File: config.mk
export PLATFORM = sky130hd
export DESIGN_NAME = taylor_series_evaluator
export DESIGN_NICKNAME = d
export VERILOG_FILES = /design/src/hw/rtl/tse_pkg.sv /design/src/hw/rtl/tse_ctrl.sv /design/src/hw/rtl/tse_dpath.sv /design/src/hw/rtl/taylor_series_evaluator.sv
export SDC_FILE = /design/constraint.sdc
export NUM_CORES = 2
export LEC_CHECK = 0
export ABC_AREA = 1
export BUFFER_PORTS_ARGS = -buffer_cell sky130_fd_sc_hd__buf_2
export CORE_MARGIN = 2
export CORE_UTILIZATION = 28
export CTS_BUF_LIST = sky130_fd_sc_hd__clkbuf_4 sky130_fd_sc_hd__clkbuf_8
export DETAILED_ROUTE_END_ITERATION = 7
export PLACE_DENSITY_LB_ADDON = 0.05
export RECOVER_POWER = 25
export SETUP_SLACK_MARGIN = 0.05
export SYNTH_ARGS = -nofsm -noshare
export SYNTH_HDL_FRONTEND = slang
export SYNTH_SLANG_ARGS = --single-unit
export TNS_END_PERCENT = 30
File: constraint.sdc
create_clock -name clock -period 10.2 [get_ports clock]
set_input_delay 2.04 -clock clock [delete_from_list [all_inputs] [get_ports clock]]
set_output_delay 2.04 -clock clock [all_outputs]
set_load 0.05 [all_outputs]
File: src/hw/rtl/tse_pkg.sv
// ---------------------------------------------------------------------------
// tse_pkg
// Shared types and constants for the Maclaurin series evaluator.
// ---------------------------------------------------------------------------
package tse_pkg;

   localparam logic [63:0] ONE_Q  = 64'h0000_0001_0000_0000;
   localparam logic [63:0] SIGN64 = 64'h8000_0000_0000_0000;

   typedef enum logic [1:0] {
      ACT_COS  = 2'd0,
      ACT_SQRT = 2'd1,
      ACT_EXP  = 2'd2,
      ACT_NONE = 2'd3
   } action_type;

   typedef enum logic [2:0] {
      B_X,
      B_X2,
      B_NCOS,
      B_INT,
      B_RCP2,
      B_RCPK
   } bsel_type;

   typedef enum logic [1:0] {
      OUT_SUM,
      OUT_RANGE,
      OUT_ZERO
   } omode_type;

   typedef struct packed {
      logic      start;
      logic      mul_load;
      logic      use_x;
      bsel_type  b_sel;
      logic      mul_en;
      logic [1:0] mul_idx;
      logic      acc_en;
      logic [1:0] acc_idx;
      logic      mul_fin;
      logic      dest_x2;
      logic      add;
      logic      out_load;
      omode_type out_mode;
   } cmd_type;

   typedef struct packed {
      logic x_big;
   } status_type;

endpackage

File: src/hw/rtl/tse_ctrl.sv
// ---------------------------------------------------------------------------
// tse_ctrl
// Sequencer: walks the term recurrence, issues multiply, add and output
// commands to the datapath and runs both handshakes.
// ---------------------------------------------------------------------------
module tse_ctrl #(
   parameter int MAX_TERMS = 16,
   parameter int KW        = 4
) (
   input  logic                 clock,
   input  logic                 reset,
   input  logic                 req_valid,
   output logic                 req_ready,
   input  logic [1:0]           req_action,
   input  logic [3:0]           req_term_count,
   output logic                 rsp_valid,
   input  logic                 rsp_ready,
   output tse_pkg::cmd_type     cmd,
   output logic [KW-1:0]        k_idx,
   input  tse_pkg::status_type  status
);
   import tse_pkg::*;

   typedef enum logic [2:0] {
      S_IDLE,
      S_CHECK,
      S_MLOAD,
      S_MPP,
      S_MFIN,
      S_ADD,
      S_FINISH
   } state_type;

   typedef enum logic [2:0] {
      OP_X2,
      OP_COS1,
      OP_COS2,
      OP_SQ1,
      OP_SQ2,
      OP_SQ3,
      OP_EX1,
      OP_EX2
   } op_type;

   state_type  state_ff;
   op_type     op_ff;
   action_type act_ff;
   omode_type  mode_ff;
   logic [KW-1:0] k_ff;
   logic [KW-1:0] n_ff;
   logic [2:0]    cnt_ff;
   logic          rsp_valid_ff;
   logic [KW-1:0] nlim;
   logic          out_free;

   function automatic op_type first_op(input action_type act);
      op_type op;
      unique case (act)
         ACT_COS:  op = OP_COS1;
         ACT_SQRT: op = OP_SQ1;
         default:  op = OP_EX1;
      endcase
      return op;
   endfunction

   always_comb begin
      if ({2'b00, req_term_count} > 6'(MAX_TERMS - 1)) begin
         nlim = KW'(MAX_TERMS - 1);
      end else begin
         nlim = KW'(req_term_count);
      end
   end

   assign out_free  = !rsp_valid_ff || rsp_ready;
   assign req_ready = (state_ff == S_IDLE);
   assign rsp_valid = rsp_valid_ff;
   assign k_idx     = k_ff;

   always_comb begin
      cmd          = '0;
      cmd.start    = (state_ff == S_IDLE) && req_valid;
      cmd.mul_load = (state_ff == S_MLOAD);
      cmd.use_x    = (op_ff == OP_X2);
      unique case (op_ff)
         OP_COS1: cmd.b_sel = B_X2;
         OP_COS2: cmd.b_sel = B_NCOS;
         OP_SQ2:  cmd.b_sel = B_INT;
         OP_SQ3:  cmd.b_sel = B_RCP2;
         OP_EX2:  cmd.b_sel = B_RCPK;
         default: cmd.b_sel = B_X;
      endcase
      cmd.mul_en   = (state_ff == S_MPP) && (cnt_ff != 3'd4);
      cmd.mul_idx  = cnt_ff[1:0];
      cmd.acc_en   = (state_ff == S_MPP) && (cnt_ff != 3'd0);
      cmd.acc_idx  = cnt_ff[1:0] - 2'd1;
      cmd.mul_fin  = (state_ff == S_MFIN);
      cmd.dest_x2  = (op_ff == OP_X2);
      cmd.add      = (state_ff == S_ADD);
      cmd.out_load = (state_ff == S_FINISH) && out_free;
      cmd.out_mode = mode_ff;
   end

   always_ff @(posedge clock) begin
      if (reset) begin
         state_ff     <= S_IDLE;
         op_ff        <= OP_X2;
         act_ff       <= ACT_NONE;
         mode_ff      <= OUT_ZERO;
         k_ff         <= '0;
         n_ff         <= '0;
         cnt_ff       <= '0;
         rsp_valid_ff <= 1'b0;
      end else begin
         priority if (state_ff == S_FINISH && out_free) begin
            rsp_valid_ff <= 1'b1;
         end else if (rsp_valid_ff && rsp_ready) begin
            rsp_valid_ff <= 1'b0;
         end
         unique case (state_ff)
            S_IDLE: begin
               if (req_valid) begin
                  act_ff   <= action_type'(req_action);
                  n_ff     <= nlim;
                  state_ff <= S_CHECK;
               end
            end
            S_CHECK: begin
               k_ff <= KW'(1);
               priority if (act_ff == ACT_NONE) begin
                  mode_ff  <= OUT_ZERO;
                  state_ff <= S_FINISH;
               end else if (act_ff == ACT_SQRT && status.x_big) begin
                  mode_ff  <= OUT_RANGE;
                  state_ff <= S_FINISH;
               end else if (act_ff == ACT_COS) begin
                  mode_ff  <= OUT_SUM;
                  op_ff    <= OP_X2;
                  state_ff <= S_MLOAD;
               end else if (n_ff == '0) begin
                  mode_ff  <= OUT_SUM;
                  state_ff <= S_FINISH;
               end else begin
                  mode_ff  <= OUT_SUM;
                  op_ff    <= first_op(act_ff);
                  state_ff <= S_MLOAD;
               end
            end
            S_MLOAD: begin
               cnt_ff   <= '0;
               state_ff <= S_MPP;
            end
            S_MPP: begin
               if (cnt_ff == 3'd4) begin
                  state_ff <= S_MFIN;
               end else begin
                  cnt_ff <= cnt_ff + 3'd1;
               end
            end
            S_MFIN: begin
               unique case (op_ff)
                  OP_X2: begin
                     if (n_ff == '0) begin
                        state_ff <= S_FINISH;
                     end else begin
                        op_ff    <= OP_COS1;
                        state_ff <= S_MLOAD;
                     end
                  end
                  OP_COS1: begin
                     op_ff    <= OP_COS2;
                     state_ff <= S_MLOAD;
                  end
                  OP_SQ1: begin
                     op_ff    <= OP_SQ2;
                     state_ff <= S_MLOAD;
                  end
                  OP_SQ2: begin
                     op_ff    <= OP_SQ3;
                     state_ff <= S_MLOAD;
                  end
                  OP_EX1: begin
                     op_ff    <= OP_EX2;
                     state_ff <= S_MLOAD;
                  end
                  default: begin
                     state_ff <= S_ADD;
                  end
               endcase
            end
            S_ADD: begin
               if (k_ff == n_ff) begin
                  state_ff <= S_FINISH;
               end else begin
                  k_ff     <= k_ff + KW'(1);
                  op_ff    <= first_op(act_ff);
                  state_ff <= S_MLOAD;
               end
            end
            S_FINISH: begin
               if (out_free) begin
                  state_ff <= S_IDLE;
               end
            end
            default: begin
               state_ff <= S_IDLE;
            end
         endcase
      end
   end

endmodule

File: src/hw/rtl/tse_dpath.sv
// ---------------------------------------------------------------------------
// tse_dpath
// Datapath: Q32.32 term and sum registers, a 32x32 multiplier stepped over
// four partial products with saturation, a saturating adder, reciprocal
// tables and the result register.
// ---------------------------------------------------------------------------
module tse_dpath #(
   parameter int MAX_TERMS     = 16,
   parameter int ARG_FRAC_BITS = 28,
   parameter int KW            = 4
) (
   input  logic                clock,
   input  tse_pkg::cmd_type    cmd,
   input  logic [KW-1:0]       k_idx,
   output tse_pkg::status_type status,
   input  logic signed [31:0]  req_arg_x,
   output logic signed [63:0]  rsp_series_sum,
   output logic signed [63:0]  rsp_last_term,
   output logic                rsp_range_error,
   output logic                rsp_overflow
);
   import tse_pkg::*;

   logic [63:0] rcp_k   [MAX_TERMS];
   logic [63:0] rcp_2k  [MAX_TERMS];
   logic [63:0] rcp_cos [MAX_TERMS];

   for (genvar g = 0; g < MAX_TERMS; g++) begin : g_rcp
      if (g == 0) begin : g_zero
         assign rcp_k[g]   = '0;
         assign rcp_2k[g]  = '0;
         assign rcp_cos[g] = '0;
      end else begin : g_val
         localparam logic [63:0] RK = 64'h1_0000_0000 / 64'(g);
         localparam logic [63:0] R2 = 64'h1_0000_0000 / 64'(2 * g);
         localparam logic [63:0] RC = 64'h1_0000_0000 / 64'((2 * g - 1) * 2 * g);
         assign rcp_k[g]   = RK;
         assign rcp_2k[g]  = R2;
         assign rcp_cos[g] = RC;
      end
   end

   logic [63:0] x_ff, x_in;
   logic [63:0] x2_ff, x2_in;
   logic [63:0] term_ff, term_in;
   logic [63:0] sum_ff, sum_in;
   logic        ovf_ff, ovf_in;
   logic [63:0] ma_ff, ma_in;
   logic [63:0] mb_ff, mb_in;
   logic        neg_ff, neg_in;
   logic [63:0] p_ff, p_in;
   logic [95:0] acc_ff, acc_in;
   logic [63:0] osum_ff, osum_in;
   logic [63:0] oterm_ff, oterm_in;
   logic        orange_ff, orange_in;
   logic        oovf_ff, oovf_in;

   logic [63:0] xq;
   logic [63:0] x_mag;
   logic [63:0] a_val;
   logic [63:0] b_val;
   logic [KW:0] cmag;
   logic [63:0] ipos;
   logic [31:0] a_half;
   logic [31:0] b_half;
   logic [63:0] lim;
   logic [63:0] r_raw;
   logic        mul_sat;
   logic [63:0] r_sat;
   logic [63:0] mul_res;
   logic [63:0] add_raw;
   logic        add_sat;

   assign xq     = {{32{req_arg_x[31]}}, req_arg_x} << (32 - ARG_FRAC_BITS);
   assign x_mag  = x_ff[63] ? (64'd0 - x_ff) : x_ff;
   assign status.x_big = (x_mag > ONE_Q);

   assign cmag = (k_idx == KW'(1)) ? (KW + 1)'(1) : ({k_idx, 1'b0} - (KW + 1)'(3));
   assign ipos = 64'(cmag) << 32;

   assign a_val = cmd.use_x ? x_ff : term_ff;

   always_comb begin
      unique case (cmd.b_sel)
         B_X2:    b_val = x2_ff;
         B_NCOS:  b_val = 64'd0 - rcp_cos[k_idx];
         B_INT:   b_val = (k_idx == KW'(1)) ? ipos : (64'd0 - ipos);
         B_RCP2:  b_val = rcp_2k[k_idx];
         B_RCPK:  b_val = rcp_k[k_idx];
         default: b_val = x_ff;
      endcase
   end

   assign a_half = cmd.mul_idx[1] ? ma_ff[63:32] : ma_ff[31:0];
   assign b_half = cmd.mul_idx[0] ? mb_ff[63:32] : mb_ff[31:0];

   assign lim     = neg_ff ? SIGN64 : (SIGN64 - 64'd1);
   assign r_raw   = acc_ff[63:0];
   assign mul_sat = (acc_ff[95:64] != 32'd0) || (r_raw > lim);
   assign r_sat   = mul_sat ? lim : r_raw;
   assign mul_res = neg_ff ? (64'd0 - r_sat) : r_sat;

   assign add_raw = sum_ff + term_ff;
   assign add_sat = !(sum_ff[63] ^ term_ff[63]) && (sum_ff[63] ^ add_raw[63]);

   always_comb begin
      x_in      = x_ff;
      x2_in     = x2_ff;
      term_in   = term_ff;
      sum_in    = sum_ff;
      ovf_in    = ovf_ff;
      ma_in     = ma_ff;
      mb_in     = mb_ff;
      neg_in    = neg_ff;
      p_in      = p_ff;
      acc_in    = acc_ff;
      osum_in   = osum_ff;
      oterm_in  = oterm_ff;
      orange_in = orange_ff;
      oovf_in   = oovf_ff;

      if (cmd.start) begin
         x_in    = xq;
         term_in = ONE_Q;
         sum_in  = ONE_Q;
         ovf_in  = 1'b0;
      end

      if (cmd.mul_load) begin
         ma_in  = a_val[63] ? (64'd0 - a_val) : a_val;
         mb_in  = b_val[63] ? (64'd0 - b_val) : b_val;
         neg_in = a_val[63] ^ b_val[63];
      end

      if (cmd.mul_en) begin
         p_in = 64'(a_half) * 64'(b_half);
      end

      if (cmd.acc_en) begin
         unique case (cmd.acc_idx)
            2'd0:    acc_in = {64'd0, p_ff[63:32]};
            2'd3:    acc_in = acc_ff + {p_ff, 32'd0};
            default: acc_in = acc_ff + {32'd0, p_ff};
         endcase
      end

      if (cmd.mul_fin) begin
         if (cmd.dest_x2) begin
            x2_in = mul_res;
         end else begin
            term_in = mul_res;
         end
         ovf_in = ovf_ff | mul_sat;
      end

      if (cmd.add) begin
         if (add_sat) begin
            sum_in = sum_ff[63] ? SIGN64 : (SIGN64 - 64'd1);
         end else begin
            sum_in = add_raw;
         end
         ovf_in = ovf_ff | add_sat;
      end

      if (cmd.out_load) begin
         unique case (cmd.out_mode)
            OUT_SUM: begin
               osum_in   = sum_ff;
               oterm_in  = term_ff;
               orange_in = 1'b0;
               oovf_in   = ovf_ff;
            end
            OUT_RANGE: begin
               osum_in   = '0;
               oterm_in  = '0;
               orange_in = 1'b1;
               oovf_in   = 1'b0;
            end
            default: begin
               osum_in   = '0;
               oterm_in  = '0;
               orange_in = 1'b0;
               oovf_in   = 1'b0;
            end
         endcase
      end
   end

   always_ff @(posedge clock) begin
      x_ff      <= x_in;
      x2_ff     <= x2_in;
      term_ff   <= term_in;
      sum_ff    <= sum_in;
      ovf_ff    <= ovf_in;
      ma_ff     <= ma_in;
      mb_ff     <= mb_in;
      neg_ff    <= neg_in;
      p_ff      <= p_in;
      acc_ff    <= acc_in;
      osum_ff   <= osum_in;
      oterm_ff  <= oterm_in;
      orange_ff <= orange_in;
      oovf_ff   <= oovf_in;
   end

   assign rsp_series_sum  = osum_ff;
   assign rsp_last_term   = oterm_ff;
   assign rsp_range_error = orange_ff;
   assign rsp_overflow    = oovf_ff;

endmodule

File: src/hw/rtl/taylor_series_evaluator.sv
// ---------------------------------------------------------------------------
// taylor_series_evaluator
// Partial Maclaurin sums of cos(x), sqrt(1+x) and e^x in Q32.32, with the
// last term, a range flag and a saturation flag.
//
//   channel | ports                                         | dir
//   --------+-----------------------------------------------+-----
//   req     | req_valid/ready, action, term_count, arg_x    | in
//   rsp     | rsp_valid/ready, series_sum, last_term, flags | out
//
// Each multiply runs on one shared 32x32 multiplier (operand
// load, four partial products plus accumulate, saturate). A term takes
// two multiplies and an add for exp, three multiplies and an add for sqrt
// and two and an add for cos, plus one x^2 multiply once per cos beat.
// One beat is in flight at a time; the next is taken while a result waits.
// Synchronous active-high reset clears the sequencer; no clearing pass.
// ---------------------------------------------------------------------------
module taylor_series_evaluator #(
   parameter int MAX_TERMS     = 16,
   parameter int ARG_FRAC_BITS = 28
) (
   input  logic               clock,
   input  logic               reset,
   input  logic               req_valid,
   output logic               req_ready,
   input  logic [1:0]         req_action,
   input  logic [3:0]         req_term_count,
   input  logic signed [31:0] req_arg_x,
   output logic               rsp_valid,
   input  logic               rsp_ready,
   output logic signed [63:0] rsp_series_sum,
   output logic signed [63:0] rsp_last_term,
   output logic               rsp_range_error,
   output logic               rsp_overflow
);
   import tse_pkg::*;

   localparam int KW = (MAX_TERMS > 1) ? $clog2(MAX_TERMS) : 1;

   cmd_type       cmd;
   status_type    status;
   logic [KW-1:0] k_idx;

   tse_ctrl #(
      .MAX_TERMS (MAX_TERMS),
      .KW        (KW)
   ) u_ctrl (
      .clock          (clock),
      .reset          (reset),
      .req_valid      (req_valid),
      .req_ready      (req_ready),
      .req_action     (req_action),
      .req_term_count (req_term_count),
      .rsp_valid      (rsp_valid),
      .rsp_ready      (rsp_ready),
      .cmd            (cmd),
      .k_idx          (k_idx),
      .status         (status)
   );

   tse_dpath #(
      .MAX_TERMS     (MAX_TERMS),
      .ARG_FRAC_BITS (ARG_FRAC_BITS),
      .KW            (KW)
   ) u_dpath (
      .clock           (clock),
      .cmd             (cmd),
      .k_idx           (k_idx),
      .status          (status),
      .req_arg_x       (req_arg_x),
      .rsp_series_sum  (rsp_series_sum),
      .rsp_last_term   (rsp_last_term),
      .rsp_range_error (rsp_range_error),
      .rsp_overflow    (rsp_overflow)
   );

endmodule
==> results.json <==
{
  "drc": 5,
  "wire_per_inst_um": 27.3,
  "finClkSkew_ns": 0.0966,
  "worstPathArrival_ns": 10.21,
  "cts-resized-gates": 0,
  "synth_enable_flop_cells": 580,
  "drt-initial-drc-count": 6331,
  "die_w_um": 548,
  "cts_tree": "yes",
  "fin_crit_sh": 0.942,
  "core_sq_um": 294000,
  "slowest_delay_ns": 0.56,
  "max_slew.worst_pin.slew_ns": 4.61,
  "violations": "DRC, capacitance limit, slew limit",
  "num_io_pins": 174,
  "cts_sinks": 666,
  "worst_r2r_startpoint": "u_ctrl.cnt_ff[1]$_SDFFE_PP0P_",
  "crit_path_start_kind": "flip-flop",
  "drive_gt1_frac": 0.0829,
  "grt_pass1_vias": 75800,
  "firstDrtPassIters": 8,
  "rows": 199,
  "crit_top_cell": "inv_1",
  "port_buffers": 173,
  "crit_path_start": "u_ctrl.cnt_ff[1]$_SDFFE_PP0P_",
  "gp_congestion": 0.944,
  "cp_slowest_cell": "fa_1",
  "htreeDepth": 3,
  "die_y_um": 548,
  "synth_nets": 12200,
  "start_util": 0.282,
  "antenna_found_initial": 38,
  "synth_flop_cell": "edfxtp_1",
  "finalNetCount": 12400,
  "cp_max_fo": 15,
  "dieArea_sq_um": 300000,
  "antenna_left": 0,
  "async_reset_ff_frac": 0,
  "setup_tns_ns": 0,
  "gr-total-overflow": 0,
  "yosysTopAreaCell": "fa_1",
  "clock_latency_ns": 0.94,
  "hold_viol_final": 0,
  "outcome": "finished with violations",
  "routed_wirelength_um": 409000,
  "vias_per_cell": 4.97,
  "endpoint": "u_dpath.p_ff[51]$_DFFE_PP_",
  "synthToLayoutAreaGrowth_pct": 11.1,
  "cts_root_buf": "clkbuf_8",
  "r2r_slack_ns": 0.59,
  "fill_cells": 32000,
  "crit_type": "flip-flop to flip-flop",
  "r2r_end": "u_dpath.p_ff[51]$_DFFE_PP_",
  "cts_buffer_depth": 3,
  "clock.fmax_mhz": 104,
  "grt_pass1_wl_um": 579000,
  "grt_max_degree": 136,
  "syn-cell-area_sq_um": 82800,
  "cp-end-kind": "flip-flop",
  "holdBufCountCts": 0,
  "synth_top_area_frac": 0.217,
  "dp.cells": 14700,
  "rsz0062_at_grt": "false",
  "synthCells": 10800,
  "yosysUniqueCellTypes": 75,
  "ff2ff_path_depth": 33,
  "hold_class": "flip-flop to flip-flop",
  "dr_total_vias": 74400,
  "ys_ff_latch": 666,
  "fin_crit_ns": 9.61,
  "cts_setup_buffers": 0,
  "final-setup-viol-count": 0,
  "synth_area_leaders": "fa_1 22%, edfxtp_1 21%, nand2_1 9.1%",
  "clk_pin_slew_ns": 0.07,
  "numCtsBuffers": 121,
  "stdcell_count": 15000,
  "seq_area_frac_synth": 0.231,
  "slew_viol_final": 406,
  "hpwl_um": 343000,
  "relSlewSlack": -2.07,
  "required_ns": 10.80,
  "grtUsageTotal": 0.270,
  "synth_warnings": 0,
  "syn_avg_cell_area_sq_um": 7.70,
  "drv_cap": 7
}
==> worst min-delay path by stage <==
stage,from,end,slack [ns],cells after the start
after CTS,u_ctrl.mode_ff[0]$_SDFFE_PP0P_,u_ctrl.mode_ff[0]$_SDFFE_PP0P_,0.49,2
after global placement,u_ctrl.mode_ff[0]$_SDFFE_PP0P_,u_ctrl.mode_ff[0]$_SDFFE_PP0P_,0.47,2
after global routing,u_ctrl.mode_ff[0]$_SDFFE_PP0P_,u_ctrl.mode_ff[0]$_SDFFE_PP0P_,0.51,2
after detailed placement,u_ctrl.mode_ff[0]$_SDFFE_PP0P_,u_ctrl.mode_ff[0]$_SDFFE_PP0P_,0.48,2
final,u_ctrl.mode_ff[0]$_SDFFE_PP0P_,u_ctrl.mode_ff[0]$_SDFFE_PP0P_,0.48,2
after floorplan,u_dpath.term_ff[23]$_DFF_P_,u_dpath.term_ff[23]$_DFF_P_,0.45,2
==> placed cells by master (no fill, tap or decap), drive strengths merged, types with 77 or more instances in the layout <==
cell type,n
nand2,2040
inv,1999
nor2,1586
fa,899
a21oi,629
edfxtp,580
o21ai,571
ha,542
nand3,452
buf,367
xor2,193
clkbuf,177
xnor2,111
nand4,105
a31oi,103
or2,98
dfxtp,86
nor3,77
==> sequential cells by signal, indices dropped and copies added (netlist names), 32 cells and up <==
| name | cells |
|---|---|
| u_dpath.mb_ff | 64 |
| u_dpath.p_ff | 64 |
| u_dpath.x2_ff | 64 |
| u_dpath.rsp_last_term | 64 |
| u_dpath.sum_ff | 64 |
| u_dpath.rsp_series_sum | 64 |
| u_dpath.x_ff | 32 |
| u_dpath.acc_ff | 96 |
| u_dpath.ma_ff | 64 |
| u_dpath.term_ff | 64 |
==> synth_stat cells (17+ instances only) <==
cell type	instances
fa_1	899
o211ai_1	18
a31oi_1	103
a21oi_1	627
o21a_1	37
nor2_1	1537
a21o_1	21
ha_1	542
or2_2	95
o21ai_1	79
nand4_1	100
nor2_2	30
a21boi_0	19
buf_2	29
nor3_1	68
nand3_1	441
nand2_1	2012
and2_1	17
buf_1	27
o21ai_2	19
xnor2_1	111
o21ai_0	473
clkbuf_1	258
clkinv_1	34
nor2_4	18
edfxtp_1	580
inv_1	1952
dfxtp_1	86
xor2_1	193
o22ai_1	32
nand3b_1	24
nor4_1	48
inv_2	39
nand2_2	19
a22o_1	26
==> cells by family (layout without fill, tap and decap cells) <==
family / after synthesis / after routing / synth area share
simple gates: 4460 / 4460 / 0.226
buf+inv: 2357 / 2637 / 0.109
compound gates: 1534 / 1534 / 0.103
fa+ha+maj: 1441 / 1441 / 0.299
flops: 666 / 666 / 0.231
xor+xnor: 304 / 304 / 0.0321
mux: 1 / 1 / 0.000121
other cells: 0 / 11 / 0
==> area by class of cell <==
| cell class | count | area [sq um] | area share |
|---|---|---|---|
| multi-input combinational | 7740 | 55000 | 0.598 |
| clock inverter | 65 | 722 | 0.00784 |
| clock buffer | 166 | 2110 | 0.0229 |
| tap | 3919 | 4900 | 0.0533 |
| timing repair buffer | 378 | 2480 | 0.0270 |
| antenna | 11 | 27.5 | 0.000299 |
| inverter | 2028 | 7620 | 0.0828 |
| sequential | 666 | 19100 | 0.208 |
==> per-layer routing <==
layer,wire (um),track usage,up-vias
met1,188000,0.378,37500
met2,189000,0.440,2083
met3,18500,0.0257,375
met4,13400,0.0780,6
li1,-,-,34500
met5,46,0,-
==> worst max-delay path, delay by kind of cell (launching register included) <==
family,cells,cell delay [ns]
simple gates,7,1.10
xor+xnor,1,0.15
compound gates,7,2.19
buf+inv,9,1.63
flops,1,0.35
fa+ha+maj,9,3.82
==> through the flow <==
stage,area [sq um],hold WS (ns),setup slack [ns],util
2_1_floorplan,82800,0.447,1.92,-
3_3_place_gp,89200,0.472,0.652,0.303
3_5_place_dp,89200,0.477,0.709,0.303
4_1_cts,92000,0.488,0.607,0.313
5_1_grt,92000,0.510,0.0610,0.313
6_report,92000,0.480,0.588,0.313
Power is left out: the tool's default activity adds up to more than one toggle a clock period on the data nets, which glitch-free logic cannot reach.
